## src/hdl/dav_pkg.sv

```systemverilog
// Package: constants and helper functions of the date text validator
package dav_pkg;

  localparam int unsigned YearW  = 16;
  localparam int unsigned FieldW = 8;

  localparam logic [7:0] DashCode = 8'd45;
  localparam logic [7:0] DigitLo  = 8'd48;
  localparam logic [7:0] DigitHi  = 8'd57;

  localparam logic [FieldW-1:0] MonthMin  = 8'd1;
  localparam logic [FieldW-1:0] MonthMax  = 8'd12;
  localparam logic [FieldW-1:0] MonthFeb  = 8'd2;
  localparam logic [FieldW-1:0] MonthApr  = 8'd4;
  localparam logic [FieldW-1:0] MonthJun  = 8'd6;
  localparam logic [FieldW-1:0] MonthSep  = 8'd9;
  localparam logic [FieldW-1:0] MonthNov  = 8'd11;
  localparam logic [FieldW-1:0] DayLong   = 8'd31;
  localparam logic [FieldW-1:0] DayShort  = 8'd30;
  localparam logic [FieldW-1:0] DayLeap   = 8'd29;
  localparam logic [FieldW-1:0] DayFeb    = 8'd28;
  localparam logic [FieldW-1:0] FieldSat  = 8'd255;

  localparam logic [1:0] DashMax   = 2'd3;
  localparam logic [1:0] DashYear  = 2'd0;
  localparam logic [1:0] DashMonth = 2'd1;
  localparam logic [1:0] DashDay   = 2'd2;

  // acc * 10 + d, wrapping at 16 bits
  function automatic logic [YearW-1:0] year_step(input logic [YearW-1:0] acc,
                                                 input logic [3:0] d);
    year_step = (acc << 3) + (acc << 1) + {{(YearW-4){1'b0}}, d};
  endfunction

  // acc * 10 + d, saturating at 255
  function automatic logic [FieldW-1:0] sat_step(input logic [FieldW-1:0] acc,
                                                 input logic [3:0] d);
    logic [11:0] v;
    v = ({4'd0, acc} << 3) + ({4'd0, acc} << 1) + {8'd0, d};
    sat_step = (v > 12'd255) ? FieldSat : v[FieldW-1:0];
  endfunction

  function automatic logic [FieldW-1:0] day_limit(input logic [1:0] year_lo,
                                                  input logic [FieldW-1:0] month);
    logic [FieldW-1:0] lim;
    if (month == MonthFeb) begin
      lim = (year_lo == 2'd0) ? DayLeap : DayFeb;
    end else if (month == MonthApr || month == MonthJun ||
                 month == MonthSep || month == MonthNov) begin
      lim = DayShort;
    end else begin
      lim = DayLong;
    end
    day_limit = lim;
  endfunction

endpackage

```

## src/hdl/date_text_validator_unit.sv

```systemverilog
// Top level: character-serial year-month-day text validator
// Accepts one character per clock cycle while in_ready is high, with no gaps
// between texts. Each accepted character updates the year, month or day
// accumulator chosen by the dashes seen so far, through a shift-and-add
// multiply by ten; at the character flagged last_char the validity check
// runs on the updated values and the result is registered into the output
// register, while the next text can start immediately. in_ready drops only
// while a finished result is held and out_ready is low.
module date_text_validator_unit (
  input  logic        clk,
  input  logic        rst_n,
  input  logic        in_valid,
  output logic        in_ready,
  input  logic [7:0]  in_char_code,
  input  logic        in_last_char,
  output logic        out_valid,
  input  logic        out_ready,
  output logic        out_date_ok,
  output logic [15:0] out_year_value,
  output logic [7:0]  out_month_value,
  output logic [7:0]  out_day_value
);

  logic [1:0]  dash_count_r, dash_count_nxt;
  logic        bad_char_r, bad_char_nxt;
  logic [15:0] year_acc_r, year_acc_nxt;
  logic [7:0]  month_acc_r, month_acc_nxt;
  logic [7:0]  day_acc_r, day_acc_nxt;

  logic        out_valid_r, out_valid_nxt;
  logic        date_ok_r;
  logic [15:0] year_r;
  logic [7:0]  month_r;
  logic [7:0]  day_r;

  logic        accept;
  logic        is_dash;
  logic        is_digit;
  logic [3:0]  digit;
  logic        ok;

  assign in_ready = !out_valid_r || out_ready;
  assign accept   = in_valid && in_ready;

  assign is_dash  = (in_char_code == dav_pkg::DashCode);
  assign is_digit = (in_char_code >= dav_pkg::DigitLo) && (in_char_code <= dav_pkg::DigitHi);
  assign digit    = in_char_code[3:0];

  always_comb begin
    dash_count_nxt = dash_count_r;
    bad_char_nxt   = bad_char_r;
    year_acc_nxt   = year_acc_r;
    month_acc_nxt  = month_acc_r;
    day_acc_nxt    = day_acc_r;
    if (is_dash) begin
      if (dash_count_r != dav_pkg::DashMax) begin
        dash_count_nxt = dash_count_r + 2'd1;
      end
    end else if (is_digit) begin
      case (dash_count_r)
        dav_pkg::DashYear:  year_acc_nxt  = dav_pkg::year_step(year_acc_r, digit);
        dav_pkg::DashMonth: month_acc_nxt = dav_pkg::sat_step(month_acc_r, digit);
        dav_pkg::DashDay:   day_acc_nxt   = dav_pkg::sat_step(day_acc_r, digit);
        default: ;
      endcase
    end else begin
      bad_char_nxt = 1'b1;
    end
  end

  assign ok = !bad_char_nxt && (dash_count_nxt == dav_pkg::DashDay) &&
              (month_acc_nxt >= dav_pkg::MonthMin) && (month_acc_nxt <= dav_pkg::MonthMax) &&
              (day_acc_nxt <= dav_pkg::day_limit(year_acc_nxt[1:0], month_acc_nxt));

  always_comb begin
    out_valid_nxt = out_valid_r;
    if (accept && in_last_char) begin
      out_valid_nxt = 1'b1;
    end else if (out_ready) begin
      out_valid_nxt = 1'b0;
    end
  end

  always_ff @(posedge clk) begin
    if (!rst_n) begin
      dash_count_r <= 2'd0;
      bad_char_r   <= 1'b0;
      year_acc_r   <= '0;
      month_acc_r  <= '0;
      day_acc_r    <= '0;
      out_valid_r  <= 1'b0;
    end else begin
      out_valid_r <= out_valid_nxt;
      if (accept) begin
        if (in_last_char) begin
          dash_count_r <= 2'd0;
          bad_char_r   <= 1'b0;
          year_acc_r   <= '0;
          month_acc_r  <= '0;
          day_acc_r    <= '0;
        end else begin
          dash_count_r <= dash_count_nxt;
          bad_char_r   <= bad_char_nxt;
          year_acc_r   <= year_acc_nxt;
          month_acc_r  <= month_acc_nxt;
          day_acc_r    <= day_acc_nxt;
        end
      end
    end
  end

  always_ff @(posedge clk) begin
    if (accept && in_last_char) begin
      date_ok_r <= ok;
      year_r    <= year_acc_nxt;
      month_r   <= month_acc_nxt;
      day_r     <= day_acc_nxt;
    end
  end

  assign out_valid       = out_valid_r;
  assign out_date_ok     = date_ok_r;
  assign out_year_value  = year_r;
  assign out_month_value = month_r;
  assign out_day_value   = day_r;

endmodule

```

## config.mk

```make
export PLATFORM = sky130hd
export DESIGN_NAME = date_text_validator_unit
export DESIGN_NICKNAME = d
export VERILOG_FILES = /design/src/hdl/dav_pkg.sv /design/src/hdl/date_text_validator_unit.sv
export SDC_FILE = /design/constraint.sdc
export NUM_CORES = 1
export LEC_CHECK = 0
export BUFFER_PORTS_ARGS = -buffer_cell sky130_fd_sc_hd__buf_4
export CORE_MARGIN = 3
export CORE_UTILIZATION = 45
export CTS_CLUSTER_SIZE = 10
export DETAILED_ROUTE_END_ITERATION = 16
export PLACE_DENSITY = 0.62
export SLEW_MARGIN = 10
export SYNTH_ARGS = -nofsm -noshare
export SYNTH_HDL_FRONTEND = slang
export SYNTH_SLANG_ARGS = --single-unit
```

## constraint.sdc

```tcl
create_clock -name clk -period 12.69 [get_ports clk]
set_input_delay 1.269 -clock clk [delete_from_list [all_inputs] [get_ports clk]]
set_output_delay 1.269 -clock clk [all_outputs]
set_load 0.05 [all_outputs]
```

==> impl_metrics.ini, run 1 <==
[status]
outcome = finished, final reports clean

[timing]
fin_tns_setup_ps = 0
fmax_mhz = 195
finalClockSkew_ps = 5.97
worstMarginPinSlew_ps = 1060
max_slew_margin_pct = 28.9
fin_crit_sh_pct = 40.5
hold_violations = 0
rsz0062_at_grt = no
finalSetupViolCount = 0
period_minus_slack_ps = 5130
drv_slew = 0

[global_route]
grt.total_usage_pct = 20.0
overflow = 0
grt_max_degree = 39
antenna_found_initial = 0
grt_pass1_wl_um = 18400
grt_pass1_vias = 3693

[setup_path]
slowest_stage = fa_1
worstReg2RegStart = month_acc_r[0]
max_stage_delay_ps = 560
crit_family = simple AND/OR/NAND/NOR gates
path_max_fanout = 9
r2r_setup_slack_ps = 8220
cp.required_ps = 12860
r2r-end = out_date_ok
cp_cell_sequence = buf_4 > fa_1 > inv_1 > fa_1 > nand2b_1 > a21oi_1 > o21a_1 > nor2_1 > or3_1 > nor2_2 > a21oi_1 > nor4_2 > ha_1 > a21oi_1 > a211oi_1 > o21ai_0 > nand4b_1 > nor4_2
crit_top_cell = a21oi_1
crit_path_start_kind = primary input
path_class = primary input to flop
worstPathArrival_ps = 5310
r2r_cells = 17
path_buf_inv = 2
cp-end-kind = flop

[place]
portBuffers = 47
hpwl_um = 8000
place.gp.congestion = 0.835

[floorplan]
io_pins = 48
coreArea_sq_mm = 0.00991
die_w_um = 108
core.rowCount = 36
start_util_pct = 46.9
die_h_um = 108
dieArea_sq_mm = 0.0116

[clock_tree]
clock_latency_ps = 340
cts.sinks = 69
path_clk_slew_ps = 70
root_buffer = clkbuf_8
cts_resized = 0
numCtsBuffers = 9
holdBufCountCts = 0
cts_buffer_depth = 2
cts_htree_levels = 3
cts_tree = done
post_cts_buffers = 0

[synthesis]
ys_warn_count = 0
synthCells = 474
synthTopCellsByCount = ha_1 (58), dfxtp_1 (36), edfxtp_1 (33)
syn-num-nets = 551
synth.distinct_cells = 59
yosysTopAreaCell = edfxtp_1
synth_edf_count = 33
avgSynthCellArea_sq_um = 9.81
async_reset_ff_share_pct = 0
synth-seq-cells = 69
yosys_most_used_dff = dfxtp_1
yosysSeqAreaShare_pct = 36.8
synth_area_sq_mm = 0.00465
yosysMostFrequentCell = ha_1
synth_area_leaders = edfxtp_1 (21%), ha_1 (16%), dfxtp_1 (16%)
synth_top_area_share_pct = 21.3

[worst_hold_path]
hold_class = flop to flop
hold_end = bad_char_r
hold_depth = 2
hold_path.startpoint = bad_char_r

[power]
pwr-share-comb_pct = 8.2
p_leak_uw = 0.00235
p_sw_uw = 119
swShare_pct = 23.6
peakVddDrop_uv = 56.3
p_int_uw = 385
power_uw = 504
p_clk_share_pct = 44.6
power_density_mw_per_mm2 = 93.6
power_frac_seq_pct = 47.2

[cells_and_area]
area_delta_synth_final_pct = 15.7
fin_nets = 598
drive_gt1_share_pct = 15.6
postLayoutCoreUtil_pct = 54.3
diodes = 0

[detailed_routing]
postRouteAntennaNets = 0
drc_errors = 0
wirelength_um = 11100
avgRoutedWirePerCell_um = 16.8
drt_iter0_markers = 186
dr_total_vias = 3770
dr.pass1.iters = 6
vias_per_cell = 5.72

[flow_run]
cap_viol_max_count = 0
## worst max-delay path by stage
stage	startpoint	depth (start not counted)	endpoint	slack (ps)
finish	in_char_code[3]	18	out_date_ok	7560
global route	in_char_code[3]	18	out_date_ok	7230
CTS	in_char_code[3]	18	out_date_ok	7560
detailed placement	in_char_code[3]	18	out_date_ok	7180
global placement	in_char_code[3]	18	out_date_ok	7360
floorplan	in_char_code[3]	18	out_date_ok	7780
## flip-flops by register name, summed over array words and instances (netlist names)
register / cells
out_year_value: 16
year_acc_r: 16
day_acc_r: 8
month_acc_r: 8
out_day_value: 8
out_month_value: 8
dash_count_r: 2
bad_char_r: 1
out_date_ok: 1
out_valid: 1
## power groups by stage
| stage | registers [uW] | logic, uW | clock network [uW] |
|---|---|---|---|
| 2_1_floorplan | 256 | 12.7 | 0 |
| 3_3_place_gp | 243 | 41.6 | 0 |
| 3_5_place_dp | 243 | 41.6 | 0 |
| 4_1_cts | 238 | 41.8 | 230 |
| 5_1_grt | 238 | 44.3 | 238 |
| 6_report | 238 | 41.5 | 224 |
## per-layer routing
| layer | GRT usage (%) | wire length, um | up-vias |
|---|---|---|---|
| li1 | - | - | 1855 |
| met1 | 26.3 | 5050 | 1797 |
| met2 | 33.8 | 5280 | 108 |
| met3 | 4.32 | 636 | 10 |
| met4 | 4.15 | 113 | 0 |
| met5 | 0 | 0 | - |
## worst min-delay path: stages, from the launching register on
cell and delay (ps):
dfxtp_1 340, a31oi_1 40, nor2_1 90
## cells in the final DEF (no fill, tap or decap), types with 15 or more instances in the layout
cell type	Yosys	layout
inv_1	21	21
nand2_1	28	28
nor2_1	32	31
a21oi_1	25	25
o21ai_0	23	23
buf_4	0	50
dfxtp_1	36	36
a22oi_1	24	24
nor2b_1	27	27
ha_1	58	58
edfxtp_1	33	33
xnor2_1	15	15
## kinds of logic (layout without fill, tap and decap cells)
group           count (synthesis)  in the layout  share of synthesized area, %
xor+xnor                       19             19                          3.58
flops                          69             69                          36.8
mux                            10             10                          2.37
buf+inv                        36             88                          3.10
compound gates                138            138                          20.4
simple gates                  138            138                          15.6
fa+ha+maj                      64             64                          18.2
## cell type report
class	instances	area (sq um)
clock buffer	11	141
clock inverter	5	106
fill	898	4530
inverter	22	82.6
multi-input combinational	369	2800
sequential	69	1710
tap	133	166
timing repair buffer	50	375
## stage by stage
| stage | area, sq um | setup slack [ps] | std cells | hold WS [ps] |
|---|---|---|---|---|
| finish | 5380 | 7560 | 659 | 502 |
| global route | 5380 | 7230 | 659 | 534 |
| CTS | 5380 | 7560 | 659 | 495 |
| detailed placement | 5130 | 7180 | 643 | 477 |
| global placement | 5130 | 7360 | 643 | 456 |
| floorplan | 4650 | 7780 | 474 | 437 |
Note: power is estimated with default switching activity, not from simulation.
==> inputs of run 2 (changes only) <==
Clock period 12.69 ns to 5.3 ns, I/O delays scaled along.
==> run 2 against run 1 <==
First-iteration DRC count rose by 9.1%. Design area down 0.74%. Sequential share of layout area increased by 0.24 points. Final cell count is 0.15% higher. Critical path type is now flop to flop. Critical endpoint unchanged. Largest power group unchanged.
==> impl_metrics.ini, run 2 (synthesis gave the netlist of run 1 again) <==
[status]
outcome = finished, final reports clean

[setup_path]
cp_cell_sequence = fa_1 > inv_1 > fa_1 > nand2b_1 > a211oi_1 > o21ai_0 > a21o_1 > or3_1 > nor2_2 > a21oi_1 > nor4_2 > ha_1 > a21oi_1 > a211oi_1 > o21ai_0 > nand4b_1 > nor4_2
path_max_fanout = 9
cp-end-kind = flop
worstPathArrival_ps = 4620
crit_family = simple AND/OR/NAND/NOR gates
path_buf_inv = 1
path_class = flop to flop
cp.required_ps = 5480
slowest_stage = fa_1
max_stage_delay_ps = 560
crit_path_start_kind = flop

[cells_and_area]
finalInstanceArea_sq_mm = 0.00534
fin_nets = 599
drive_gt1_share_pct = 15.7
area_delta_synth_final_pct = 14.9
diodes = 0
final_common_cell = ha_1
final_cell_mix = ha_1 (58), buf_4 (51), dfxtp_1 (36), edfxtp_1 (33), nor2_1 (31)

[clock_tree]
cts_buffer_depth = 2
post_cts_buffers = 0
clock_latency_ps = 350
cts_resized = 0
root_buffer = clkbuf_8
holdBufCountCts = 0
cts.sinks = 69
path_clk_slew_ps = 80
cts_tree = done
numCtsBuffers = 9
cts_htree_levels = 3

[timing]
drv_slew = 0
hold_violations = 0
fmax_mhz = 225
max_slew_margin_pct = 37.0
worstMarginPinSlew_ps = 944
rsz0062_at_grt = no
period_minus_slack_ps = 4450
finalClockSkew_ps = 10.6
fin_tns_setup_ps = 0
finalSetupViolCount = 0
fin_crit_sh_pct = 83.9

[place]
portBuffers = 47
place.gp.congestion = 0.829
placed_area_sq_mm = 0.00514
hpwl_um = 8090

[global_route]
grt.total_usage_pct = 20.5
overflow = 0
antenna_found_initial = 0
grt_pass1_wl_um = 18700
grt_max_degree = 39
grt_pass1_vias = 3805

[floorplan]
dieArea_sq_mm = 0.0116
die_w_um = 108
die_h_um = 108
io_pins = 48
start_util_pct = 46.9
core.rowCount = 36
coreArea_sq_mm = 0.00991

[power]
p_leak_uw = 0.00233
peakVddDrop_uv = 124
power_density_mw_per_mm2 = 209

[worst_hold_path]
hold_class = flop to flop

[detailed_routing]
drc_errors = 0
dr_total_vias = 3734
avgRoutedWirePerCell_um = 17.0
drt_iter0_markers = 203
postRouteAntennaNets = 0
wirelength_um = 11200
dr.pass1.iters = 4
vias_per_cell = 5.66

[flow_run]
cap_viol_max_count = 0
-- run 2: cell type report --
cell class,instances,area [sq um]
Fill cell,939,4570
Multi-Input combinational cell,369,2800
Sequential cell,69,1710
Timing Repair Buffer,51,383
Tap cell,133,166
Clock buffer,11,141
Inverter,22,82.6
Clock inverter,5,58.8
-- run 2: routing by layer --
metal	track usage, %	share of wire, %	wire (um)
met1	26.4	45	5050
met2	34.9	49	5440
met3	3.90	5.3	588
met4	6.04	1.0	116
met5	0	0	0
-- run 2: worst paths after layout --
path	startpoint	to	slack [ps]	depth (start not counted)
setup / recovery	month_acc_r[0]	out_date_ok	850	17
hold / removal	bad_char_r	bad_char_r	490	2
setup reg to reg	month_acc_r[0]	out_date_ok	850	17
hold reg to reg	bad_char_r	bad_char_r	490	2
-- run 2: stage by stage --
stage          setup WS (ps)  std cells  utilization [%]  hold WS, ps  power, uW
2_1_floorplan           1130        474                -          437        643
3_3_place_gp             699        644             51.9          457        681
3_5_place_dp             517        644             51.9          474        681
4_1_cts                  806        660             53.9          491       1120
5_1_grt                  482        660             53.9          514       1150
6_report                 854        660             53.9          491       1110
-- run 2: worst min-delay path: cells and delay by family (launching register included) --
| kind | cells | cell delay, ps |
|---|---|---|
| AOI/OAI and AO/OA | 1 | 40 |
| DFF | 1 | 330 |
| and+or+nand+nor | 1 | 80 |
-- run 2: power breakdown --
group,internal [uW],total [uW],switching (uW)
Sequential,566,569,3.59
Combinational,27.8,99.4,71.6
Clock,231,445,214
Total,825,1110,289
